File: config.mk
export PLATFORM = sky130hd
export DESIGN_NAME = faa_ctrl
export DESIGN_NICKNAME = d
export VERILOG_FILES = /design/src/rtl/faa_pkg.sv /design/src/rtl/faa_ctrl.sv
export SDC_FILE = /design/constraint.sdc
export NUM_CORES = 1
export LEC_CHECK = 0
export ABC_AREA = 1
export BUFFER_PORTS_ARGS = -buffer_cell sky130_fd_sc_hd__buf_2
export CORE_AREA = 8 8 45 47
export DETAILED_ROUTE_END_ITERATION = 6
export DIE_AREA = 0 0 53 55
export SLEW_MARGIN = 20
export SYNTH_ARGS = -nofsm -noshare
export SYNTH_HDL_FRONTEND = slang
export SYNTH_SLANG_ARGS = --single-unit
File: constraint.sdc
create_clock -name aclk -period 1.9 [get_ports aclk]
set_input_delay 0.475 -clock aclk [delete_from_list [all_inputs] [get_ports aclk]]
set_output_delay 0.475 -clock aclk [all_outputs]
set_load 0.05 [all_outputs]
File: src/rtl/faa_pkg.sv
package faa_pkg;

    localparam int IDX_W      = 16;
    localparam int PIX_W      = 8;
    localparam int SUM_W      = 12;
    localparam int NUM_CH     = 3;
    localparam int CNT_W      = 5;
    localparam int REM_W      = CNT_W - 1;
    localparam int DIV_STEPS  = SUM_W;
    localparam int STEP_W     = 4;

    // Lane order inside a packed sum word and a packed pixel.
    localparam int CH_RED     = 2;
    localparam int CH_GREEN   = 1;
    localparam int CH_BLUE    = 0;

    localparam logic [SUM_W-1:0] SUM_MAX    = {SUM_W{1'b1}};
    localparam logic [PIX_W-1:0] AVG_MAX    = {PIX_W{1'b1}};
    localparam logic [CNT_W-1:0] MAX_IMAGES = CNT_W'(16);
    localparam logic [CNT_W-1:0] COUNT_RST  = CNT_W'(1);

    localparam logic OP_ACC = 1'b0;
    localparam logic OP_AVG = 1'b1;

    typedef logic [NUM_CH-1:0][SUM_W-1:0] sums_t;
    typedef logic [NUM_CH-1:0][PIX_W-1:0] pix_t;

    // Commands from the controller to the datapath.
    typedef struct packed {
        logic clr_write;
        logic capture;
        logic acc_write;
        logic avg_start;
        logic out_load;
    } cmd_t;

    // Status from the datapath to the controller.
    typedef struct packed {
        logic clr_done;
        logic op_avg;
        logic div_done;
        logic out_free;
    } sts_t;

endpackage

File: src/rtl/faa_ctrl.sv
module faa_ctrl (
    input  logic           aclk,
    input  logic           aresetn,
    input  logic           s_valid,
    output logic           s_ready,
    input  faa_pkg::sts_t  sts,
    output faa_pkg::cmd_t  cmd
);

    typedef enum logic [2:0] {
        S_CLEAR,
        S_IDLE,
        S_READ,
        S_DIV,
        S_OUT
    } state_t;

    state_t state_reg, state_next;
    logic   s_ready_reg, s_ready_next;

    always_comb begin
        state_next = state_reg;
        cmd        = '0;
        case (state_reg)
            S_CLEAR: begin
                cmd.clr_write = 1'b1;
                if (sts.clr_done) begin
                    state_next = S_IDLE;
                end
            end
            S_IDLE: begin
                if (s_valid && s_ready_reg) begin
                    cmd.capture = 1'b1;
                    state_next  = S_READ;
                end
            end
            S_READ: begin
                if (sts.op_avg) begin
                    cmd.avg_start = 1'b1;
                    state_next    = S_DIV;
                end else begin
                    cmd.acc_write = 1'b1;
                    state_next    = S_IDLE;
                end
            end
            S_DIV: begin
                if (sts.div_done) begin
                    state_next = S_OUT;
                end
            end
            S_OUT: begin
                if (sts.out_free) begin
                    cmd.out_load = 1'b1;
                    state_next   = S_IDLE;
                end
            end
            default: begin
                state_next = S_IDLE;
            end
        endcase
        s_ready_next = (state_next == S_IDLE);
    end

    always_ff @(posedge aclk) begin
        if (!aresetn) begin
            state_reg   <= S_CLEAR;
            s_ready_reg <= 1'b0;
        end else begin
            state_reg   <= state_next;
            s_ready_reg <= s_ready_next;
        end
    end

    assign s_ready = s_ready_reg;

endmodule

### Word-level counts from Yosys, hierarchy flattened

Cells that the tools add are included.
W data, S select, Z words.

* shifts and indexed selects: 0
* divide/modulo/power cells: 0
* $mul: 0
* reduce and logical (&&, ||, !) cells: 2
* equal/unequal tests: 5
* add/subtract/negate cells: 0
* bitwise gates (word level): 0
* multiplexer cells: 14
* magnitude comparators: 0

Operator list (count)
* $pmux W3 S5: 1
* $mux W3: 4
* $mux W1: 7
* $eq A3 B1 Y1 const B: 2
* $eq A3 B2 Y1 const B: 2
* $mux W2: 2
* $eq A3 B3 Y1 const B: 1
* $logic_not A3 Y1: 1
* $logic_and A1 B1 Y1: 1

* input port bits: 7
* bits in writable memories: 0
* memories: 0
* ROM bits: 0
* bits in registers: 4
* bits in latches: 0
* output and inout bits: 6
* word-level logic and storage cells: 23

### Longest topological paths before layout

Gate-level depths: netlist of the first run.

* word-level depth: 4
* gate-level depth with buffers: 8
* mapped depth without buffers: 8

### Least setup slack after synthesis of the first run

OpenSTA, ideal clock, no wires.

* path kind: input to output
* start point: input port sts[2] (netlist bit)
* end point: output port cmd[2] (netlist bit)
* required time: 1.425 ns
* path buffers: 0
* cell stages on the path: 1
* arrival time: 2.028 ns
* setup slack: -0.603 ns
* cell sequence: nor4_1

* word-level cells in the longest chain between the ends: 2

RTL lines
* start: declaration: line faa_ctrl.sv:6 `input faa_pkg::sts_t sts,`
* $mux W1: line faa_ctrl.sv:38 `if (sts.op_avg) begin`
* $mux W2: line faa_ctrl.sv:24 `case (state_reg)`
* end: declaration: line faa_ctrl.sv:7 `output faa_pkg::cmd_t cmd`

Every way passes these cells.

==> impl_metrics.env, run 1 <==
export IMPL_ios=13
export IMPL_die_area_um2=2920
export IMPL_skew_ps=2.58
export IMPL_post_cts_setup_buffers=0
export IMPL_worst_path_stages=5
export IMPL_cts_sinks=4
export IMPL_syn_to_final_growth_pct=47.5
export IMPL_clk_pin_slew_worst_paths_ps=40
export IMPL_largest_reg_flops=3
export IMPL_synth_top_cell_area_share=0.323
export IMPL_hold_buffers=0
export IMPL_coreArea_um2=1380
export IMPL_path_class="reg -> out"
export IMPL_cp_slowest_cell="dfxtp_1"
export IMPL_status="complete, no violations"
export IMPL_start_util=0.179
export IMPL_synth_area_um2=248
export IMPL_cts_max_level=1
export IMPL_path_cells="nand2_1, nor2_1, nand3_1, inv_1, buf_2"
export IMPL_avgViaCountPerCell=3.97
export IMPL_max_stage_delay_ps=450
export IMPL_dieWidth_um=53
export IMPL_layout_nets=66
export IMPL_postRouteAntennaNets=0
export IMPL_synth_flop_cell="dfxtp_1"
export IMPL_drive_gt1_frac=0.351
export IMPL_whs_path_depth=3
export IMPL_root_buffer="clkbuf_4"
export IMPL_rows=14
export IMPL_hold_slack_ps=478
export IMPL_drt_pass1_iterations=2
export IMPL_ys_warnings_count=0
export IMPL_pre_cts_ws_ps=307
export IMPL_synthTopCellsByCount="nand2_1 (9), inv_1 (8), nor2_1 (8), dfxtp_1 (4), nand3_1 (4)"
export IMPL_synthTopCellsByArea="dfxtp_1 (32%), nand2_1 (14%), inv_1 (12%), nor2_1 (12%), nand3_1 (8.1%)"
export IMPL_worstMarginPinSlew_ps=301
export IMPL_arrival_ps=1310
export IMPL_setup_ws_ps=120
export IMPL_track_usage=0.0552
export IMPL_yosys_area_top_type="dfxtp_1"
export IMPL_ir_drop_mv=0.236
export IMPL_relSlewSlack=0.799
export IMPL_path_delay_family="flip-flops"
export IMPL_p_leak_uw=0.000219
export IMPL_cts_buffer_depth=2
export IMPL_cts_tree="built"
export IMPL_route_vias_total=290
export IMPL_clkLatencyLatePin_ps=230
export IMPL_antenna_found_initial=0
export IMPL_drc=0
export IMPL_overflow=0
export IMPL_grt_pass1_wl_um=1170
export IMPL_drv_slew=0
export IMPL_ys_ff_latch=4
export IMPL_syn_inst=42
export IMPL_grt_pass1_vias=300
export IMPL_rsz0062_at_grt="false"
export IMPL_setup_violations=0
export IMPL_grt_max_degree=7
export IMPL_maxCapViolations=0
export IMPL_async_reset_ff_frac=0
export IMPL_post_route_period_util=0.937
export IMPL_dp_hpwl_um=583
export IMPL_ff2ff_setup_slack_ps=760
export IMPL_hp_start="aresetn"
export IMPL_hp_class="in -> reg"
export IMPL_cp_max_fo=6
export IMPL_cts_buffers=3
export IMPL_cp_num_buf_inv=2
export IMPL_drt_wl_total_um=690
export IMPL_cp_start_kind="register"
export IMPL_antenna_cells=0
export IMPL_cts_resized=0
export IMPL_synth_edff_count=0
export IMPL_min_period_ps=1780
export IMPL_r2r_end="state_reg[1]"
export IMPL_drt_wirelength_per_cell_um=9.45
export IMPL_endpoint="cmd[3]"
export IMPL_crit_required_ps=1420
export IMPL_powerDensity_nw_per_um2=841
export IMPL_startpoint="state_reg[0]"
export IMPL_synth_most_common_cell="nand2_1"
export IMPL_synth_avg_cell_area_um2=5.90
export IMPL_yosysSeqAreaShare=0.323
export IMPL_fin_tns_setup_ps=0
export IMPL_reg2regPathDepth=6
export IMPL_routabilityCongestion=0.721
export IMPL_die_height_um=55
export IMPL_finalHoldViolCount=0
export IMPL_drt_iter0_drc=1
export IMPL_port_buffers=12
export IMPL_synth_cell_types=12
export IMPL_endpoint_kind="output pin"
export IMPL_r2r_start="state_reg[2]"
export IMPL_synth_nets=49
export IMPL_clock_fmax_ghz=0.562
cell type report:
type,instances,area [um2]
Inverter,9,33.8
Fill cell,165,1020
Multi-Input combinational cell,29,149
Tap cell,16,20.0
Sequential cell,4,80.1
Timing Repair Buffer,12,60.1
Clock buffer,3,22.5
metal layers:
| layer | GRT usage | up-vias | share of wire |
|---|---|---|---|
| met2 | 0.102 | 5 | 0.53 |
| met4 | 0.0388 | 0 | 0 |
| met3 | 0.0267 | 0 | 0.062 |
| met5 | 0 | - | 0 |
| met1 | 0.0455 | 128 | 0.41 |
| li1 | - | 157 | - |
metrics by stage:
step	util	std cells	power, uW	area, um2
after CTS	0.264	73	314	365
final	0.264	73	307	365
after floorplan	-	42	180	263
after global placement	0.248	70	205	343
after global routing	0.264	73	329	365
after detailed placement	0.248	70	207	343
layout by cell type (no fill, tap or decap):
cell type / count
buf_2: 12
nand2_1: 9
inv_1: 8
nor2_1: 8
nand3_1: 4
dfxtp_1: 4
clkbuf_4: 3
nor3_1: 2
nand2_2: 2
nor4_4: 1
inv_2: 1
o21a_1: 1
nand3b_1: 1
nor2_2: 1
how the worst min path moves through the flow:
| stage | endpoint | slack, ps |
|---|---|---|
| 2_1_floorplan | state_reg[1] | 570 |
| 3_3_place_gp | s_ready | 660 |
| 3_5_place_dp | s_ready | 660 |
| 4_1_cts | state_reg[1] | 470 |
| 5_1_grt | state_reg[1] | 490 |
| 6_report | state_reg[1] | 480 |
cell families after synthesis:
group | Yosys count | share of synthesized area
flip-flops | 4 | 0.323
AO/OA/AOI/OAI | 1 | 0.0303
buffers and inverters | 9 | 0.136
AND/OR/NAND/NOR | 28 | 0.510
worst reg2reg max path, stage by stage (launching register included):
cell      delay (ps)
dfxtp_1          480
inv_2             90
nand3_1          100
nor2_1            60
nand3b_1         200
nand2_1           80
inv_1             30
power breakdown:
group / switching [uW] / total [uW] / internal, uW / leakage (uW)
clock network: 32.9 / 103 / 70.5 / 0.0000138
registers: 10.9 / 104 / 93.0 / 0.0000329
logic: 71.2 / 99.9 / 28.6 / 0.000172
Power figures use the tool's default switching activity.
==> run 2, diff against run 1 <==
--- a/config.mk
+++ b/config.mk
@@ -5,7 +5,6 @@
 export SDC_FILE = /design/constraint.sdc
 export NUM_CORES = 1
 export LEC_CHECK = 0
-export ABC_AREA = 1
 export BUFFER_PORTS_ARGS = -buffer_cell sky130_fd_sc_hd__buf_2
 export CORE_AREA = 8 8 45 47
 export DETAILED_ROUTE_END_ITERATION = 6
==> run 2 against run 1 <==
Against the previous run:
- hold slack gained 5.7 ps
- global-route usage shrank 0.49 points
- critical path depth shrank 2
- largest power group is now the clock network
==> impl_metrics.env, run 2 <==
export IMPL_cts_buffers=3
export IMPL_ys_warnings_count=0
export IMPL_postPlaceCellArea_um2=310
export IMPL_synth_avg_cell_area_um2=8.85
export IMPL_min_period_ps=1810
export IMPL_syn_to_final_growth_pct=47.8
export IMPL_path_class="reg -> out"
export IMPL_drive_gt1_frac=0.500
export IMPL_cp_start_kind="register"
export IMPL_cts_sinks=4
export IMPL_dp_hpwl_um=509
export IMPL_endpoint_kind="output pin"
export IMPL_arrival_ps=1330
export IMPL_fin_tns_setup_ps=0
export IMPL_layout_nets=49
export IMPL_antenna_found_initial=0
export IMPL_port_buffers=12
export IMPL_synth_nets=33
export IMPL_fillers=167
export IMPL_clk_pin_slew_worst_paths_ps=30
export IMPL_synth_area_um2=230
export IMPL_hp_class="in -> reg"
export IMPL_drt_wl_total_um=612
export IMPL_drt_wirelength_per_cell_um=10.9
export IMPL_cp_max_fo=7
export IMPL_drt_iter0_drc=5
export IMPL_synth_most_common_cell="dfxtp_1"
export IMPL_rsz0062_at_grt="false"
export IMPL_grt_pass1_wl_um=986
export IMPL_die_height_um=55
export IMPL_crit_required_ps=1420
export IMPL_synth_cell_types=18
export IMPL_coreArea_um2=1380
export IMPL_antenna_cells=0
export IMPL_drt_pass1_iterations=4
export IMPL_die_area_um2=2920
export IMPL_cts_tree="built"
export IMPL_largest_reg_flops=3
export IMPL_synth_flop_cell="dfxtp_1"
export IMPL_powerDensity_nw_per_um2=752
export IMPL_final_util=0.246
export IMPL_relSlewSlack=0.785
export IMPL_setup_ws_ps=91.5
export IMPL_cts_max_level=1
export IMPL_finalHoldViolCount=0
export IMPL_ir_drop_mv=0.289
export IMPL_avgViaCountPerCell=4.30
export IMPL_synth_edff_count=0
export IMPL_syn_inst=26
export IMPL_ys_ff_latch=4
export IMPL_layout_commonest_cell="buf_2"
export IMPL_hold_slack_ps=484
export IMPL_p_leak_uw=0.000153
export IMPL_synth_top_cell_area_share=0.348
export IMPL_maxCapViolations=0
export IMPL_grt_pass1_vias=238
export IMPL_ios=13
export IMPL_track_usage=0.0502
export IMPL_drc=0
export IMPL_skew_ps=1.92
export IMPL_root_buffer="clkbuf_4"
export IMPL_drv_slew=0
export IMPL_clock_fmax_ghz=0.553
export IMPL_routabilityCongestion=0.703
export IMPL_start_util=0.166
export IMPL_route_vias_total=241
export IMPL_yosysSeqAreaShare=0.348
export IMPL_overflow=0
export IMPL_mostFrequentLayoutCells="buf_2 (11), clkbuf_4 (4), dfxtp_1 (4)"
export IMPL_setup_violations=0
export IMPL_rows=14
export IMPL_clkLatencyLatePin_ps=230
export IMPL_yosys_area_top_type="dfxtp_1"
export IMPL_pre_cts_ws_ps=264
export IMPL_async_reset_ff_frac=0
export IMPL_status="complete, no violations"
export IMPL_dieWidth_um=53
export IMPL_worstMarginPinSlew_ps=322
export IMPL_post_route_period_util=0.952
export IMPL_synthTopCellsByArea="dfxtp_1 (35%), a311oi_2 (6.5%), and4b_4 (6.0%), and3_1 (5.4%), and4bb_2 (5.4%)"
export IMPL_final_cell_area_um2=340
export IMPL_postRouteAntennaNets=0
export IMPL_grt_max_degree=11
export IMPL_cts_buffer_depth=2
run 2: repair_timing:
item,CTS,global route
hold buffers,0,0
setup endpoints to repair,0,1
resized for setup,0,2
buffers inserted,0,0
run 2: critical path, stage by stage (launching register included):
cell and delay [ps]:
dfxtp_1 410, nor2b_4 210, and4b_4 250, clkbuf_4 230
run 2: path summary, 6_finish.rpt:
kind                   to  cells past startpoint         start  slack [ps]
max                cmd[3]                      3  state_reg[0]          90
max reg2reg       s_ready                      4  state_reg[2]         600
min reg2reg  state_reg[2]                      2  state_reg[1]         690
min          state_reg[0]                      2       aresetn         480
run 2: area by class of cell:
class | count | area [um2] | share of cell area
multi-input cells | 20 | 151 | 0.445
flip-flops and latches | 4 | 80.1 | 0.235
repair buffers | 12 | 62.6 | 0.184
clock buffers | 3 | 22.5 | 0.0662
well taps | 16 | 20.0 | 0.0588
inverters | 1 | 3.75 | 0.0110
run 2: routing by layer:
metal,up-vias,wire (um),global-route usage
li1,126,-,-
met1,104,218,0.0364
met2,9,259,0.0742
met3,2,117,0.0481
met4,0,16,0.0517
met5,-,0,0
run 2: logic make-up after synthesis:
group,synth area share
AO/OA/AOI/OAI,0.201
buffers and inverters,0.0380
AND/OR/NAND/NOR,0.413
flip-flops,0.348
run 2: through the flow:
step	cells	power, uW
after global placement	53	154
after detailed placement	53	155
final	56	256
after floorplan	26	137
after global routing	56	270
after CTS	56	261
run 2: power by group:
part,internal [uW],total [uW],switching (uW)
clock network,70.4,101,30.6
registers,89.7,96.0,6.37
logic,22.3,58.8,36.5
total,182,256,73.5
==> run 3, diff against run 2 <==
--- a/config.mk
+++ b/config.mk
@@ -9,6 +9,7 @@
 export CORE_AREA = 8 8 45 47
 export DETAILED_ROUTE_END_ITERATION = 6
 export DIE_AREA = 0 0 53 55
+export REMOVE_ABC_BUFFERS = 1
 export SLEW_MARGIN = 20
 export SYNTH_ARGS = -nofsm -noshare
 export SYNTH_HDL_FRONTEND = slang
==> run 3 against run 2 <==
Against the previous run:
- utilization down 0.36 points
- sequential share of layout area rose by 0.35 points
- first-iteration DRC count shrank 20%
- fmax grew 0.36%
- sequential power about the same
- final area fell by 1.5%
- non-clock buffer count did not move
- flip-flop and latch count unchanged
- register-to-register slack barely moved
- critical path depth unchanged
- hold slack improved by 5.0 ps
- clock power grew 4%
==> impl_metrics.env, run 3 (synthesized netlist as in run 2, its figures left out) <==
export IMPL_status="complete, no violations"
export IMPL_cts_max_level=1
export IMPL_r2r_start="state_reg[2]"
export IMPL_min_period_ps=1800
export IMPL_path_delay_family="simple AND/OR/NAND/NOR gates"
export IMPL_holdPathEnd="state_reg[0]"
export IMPL_die_height_um=55
export IMPL_dieWidth_um=53
export IMPL_rows=14
export IMPL_clock_fmax_ghz=0.555
export IMPL_dp_hpwl_um=504
export IMPL_overflow=0
export IMPL_cp_start_kind="register"
export IMPL_hold_slack_ps=489
export IMPL_clk_pin_slew_worst_paths_ps=40
export IMPL_drv_slew=0
export IMPL_antenna_cells=0
export IMPL_cts_buffers=3
export IMPL_cts_tree="built"
export IMPL_ios=13
export IMPL_finalHoldViolCount=0
export IMPL_cts_sinks=4
export IMPL_ff2ff_setup_slack_ps=600
export IMPL_p_leak_uw=0.000152
export IMPL_routabilityCongestion=0.740
export IMPL_cp_max_fo=7
export IMPL_power_frac_seq=0.369
export IMPL_cts_buffer_depth=2
export IMPL_path_cells="nor2b_4, and4b_4, clkbuf_4"
export IMPL_drive_gt1_frac=0.475
export IMPL_worstMarginPinSlew_ps=304
export IMPL_reg2regPathDepth=4
export IMPL_switchingPower_uw=77.7
export IMPL_largest_reg_flops=3
export IMPL_crit_required_ps=1420
export IMPL_drc=0
export IMPL_drt_wirelength_per_cell_um=11.8
export IMPL_arrival_ps=1330
export IMPL_cp_slowest_cell="dfxtp_1"
export IMPL_grt_max_degree=11
export IMPL_powerDensity_nw_per_um2=774
export IMPL_cts_resized=0
export IMPL_p_int_uw=182
export IMPL_postRouteAntennaNets=0
export IMPL_post_route_period_util=0.948
export IMPL_cp_num_buf_inv=1
export IMPL_maxCapViolations=0
export IMPL_avgViaCountPerCell=4.46
export IMPL_layout_nets=49
export IMPL_whs_path_depth=2
export IMPL_coreArea_um2=1380
export IMPL_mostFrequentLayoutCells="buf_2 (11), clkbuf_4 (4), dfxtp_1 (4)"
export IMPL_die_area_um2=2920
export IMPL_syn_to_final_growth_pct=45.7
export IMPL_drt_wl_total_um=658
export IMPL_root_buffer="clkbuf_4"
export IMPL_hp_class="in -> reg"
export IMPL_setup_violations=0
export IMPL_route_vias_total=250
export IMPL_drt_iter0_drc=4
export IMPL_ir_drop_mv=0.236
export IMPL_switching_share=0.299
export IMPL_start_util=0.166
export IMPL_clkLatencyLatePin_ps=230
export IMPL_endpoint_kind="output pin"
export IMPL_p_clk_frac=0.404
export IMPL_rsz0062_at_grt="false"
export IMPL_final_util=0.242
export IMPL_grt_pass1_wl_um=959
export IMPL_hp_start="aresetn"
export IMPL_skew_ps=0.486
export IMPL_max_stage_delay_ps=400
export IMPL_antenna_found_initial=0
export IMPL_port_buffers=12
export IMPL_grt_pass1_vias=238
export IMPL_r2r_end="s_ready"
export IMPL_hold_buffers=0
export IMPL_fillers=156
export IMPL_track_usage=0.0487
export IMPL_relSlewSlack=0.797
export IMPL_combPwrFrac=0.227
export IMPL_drt_pass1_iterations=4
export IMPL_path_class="reg -> out"
export IMPL_post_cts_setup_buffers=0
export IMPL_layout_commonest_cell="buf_2"
-- run 3: cell count changes in the layout (fill, tap and decap cells not counted) --
cell,change
nor3_1,+1
nor3_2,-1
-- run 3: area by class of cell --
class                   instances  area, um2  share of cell area
clock buffers                   3       22.5              0.0672
inverters                       1       3.75              0.0112
multi-input cells              20        146               0.437
flip-flops and latches          4       80.1               0.239
well taps                      16       20.0              0.0597
repair buffers                 12       62.6               0.187
-- run 3: worst max path at each step --
| stage | startpoint | endpoint | slack, ps | cells past startpoint |
|---|---|---|---|---|
| 2_1_floorplan | state_reg[1] | cmd[4] | -50 | 1 |
| 3_3_place_gp | state_reg[0] | cmd[3] | 310 | 3 |
| 3_5_place_dp | state_reg[0] | cmd[3] | 280 | 3 |
| 4_1_cts | state_reg[0] | cmd[3] | 20 | 3 |
| 5_1_grt | state_reg[0] | cmd[3] | 10 | 3 |
| 6_report | state_reg[0] | cmd[3] | 100 | 3 |
-- run 3: metal layers --
layer / up-vias / global-route usage / routed length, um
met5: - / 0 / 0
met2: 10 / 0.0664 / 287
met4: 0 / 0.0647 / 10
met3: 2 / 0.0401 / 122
met1: 113 / 0.0381 / 237
li1: 125 / - / -
-- run 3: power by group through the flow --
stage / Sequential (uW) / Combinational [uW] / Clock, uW
2_1_floorplan: 104 / 32.1 / 0
3_3_place_gp: 96.3 / 56.5 / 0
3_5_place_dp: 96.6 / 57.5 / 0
4_1_cts: 95.4 / 57.8 / 111
5_1_grt: 97.2 / 62.4 / 115
6_report: 95.7 / 58.9 / 105
-- run 3: worst reg2reg max path, stage by stage (launching register included) --
cell and delay, ps:
dfxtp_1 470, nor2_1 120, a222oi_1 310, nand2_1 120
and3_1 180
-- run 3: metrics by stage --
step / setup slack [ps] / area [um2] / setup TNS, ps / power, uW / std cells
final: 97.9 / 335 / 0 / 260 / 56
after global routing: 12.4 / 335 / 0 / 275 / 56
after CTS: 15.1 / 328 / 0 / 264 / 56
after detailed placement: 278 / 305 / 0 / 154 / 53
after global placement: 312 / 305 / 0 / 153 / 53
after floorplan: -49.6 / 225 / -49.6 / 136 / 25
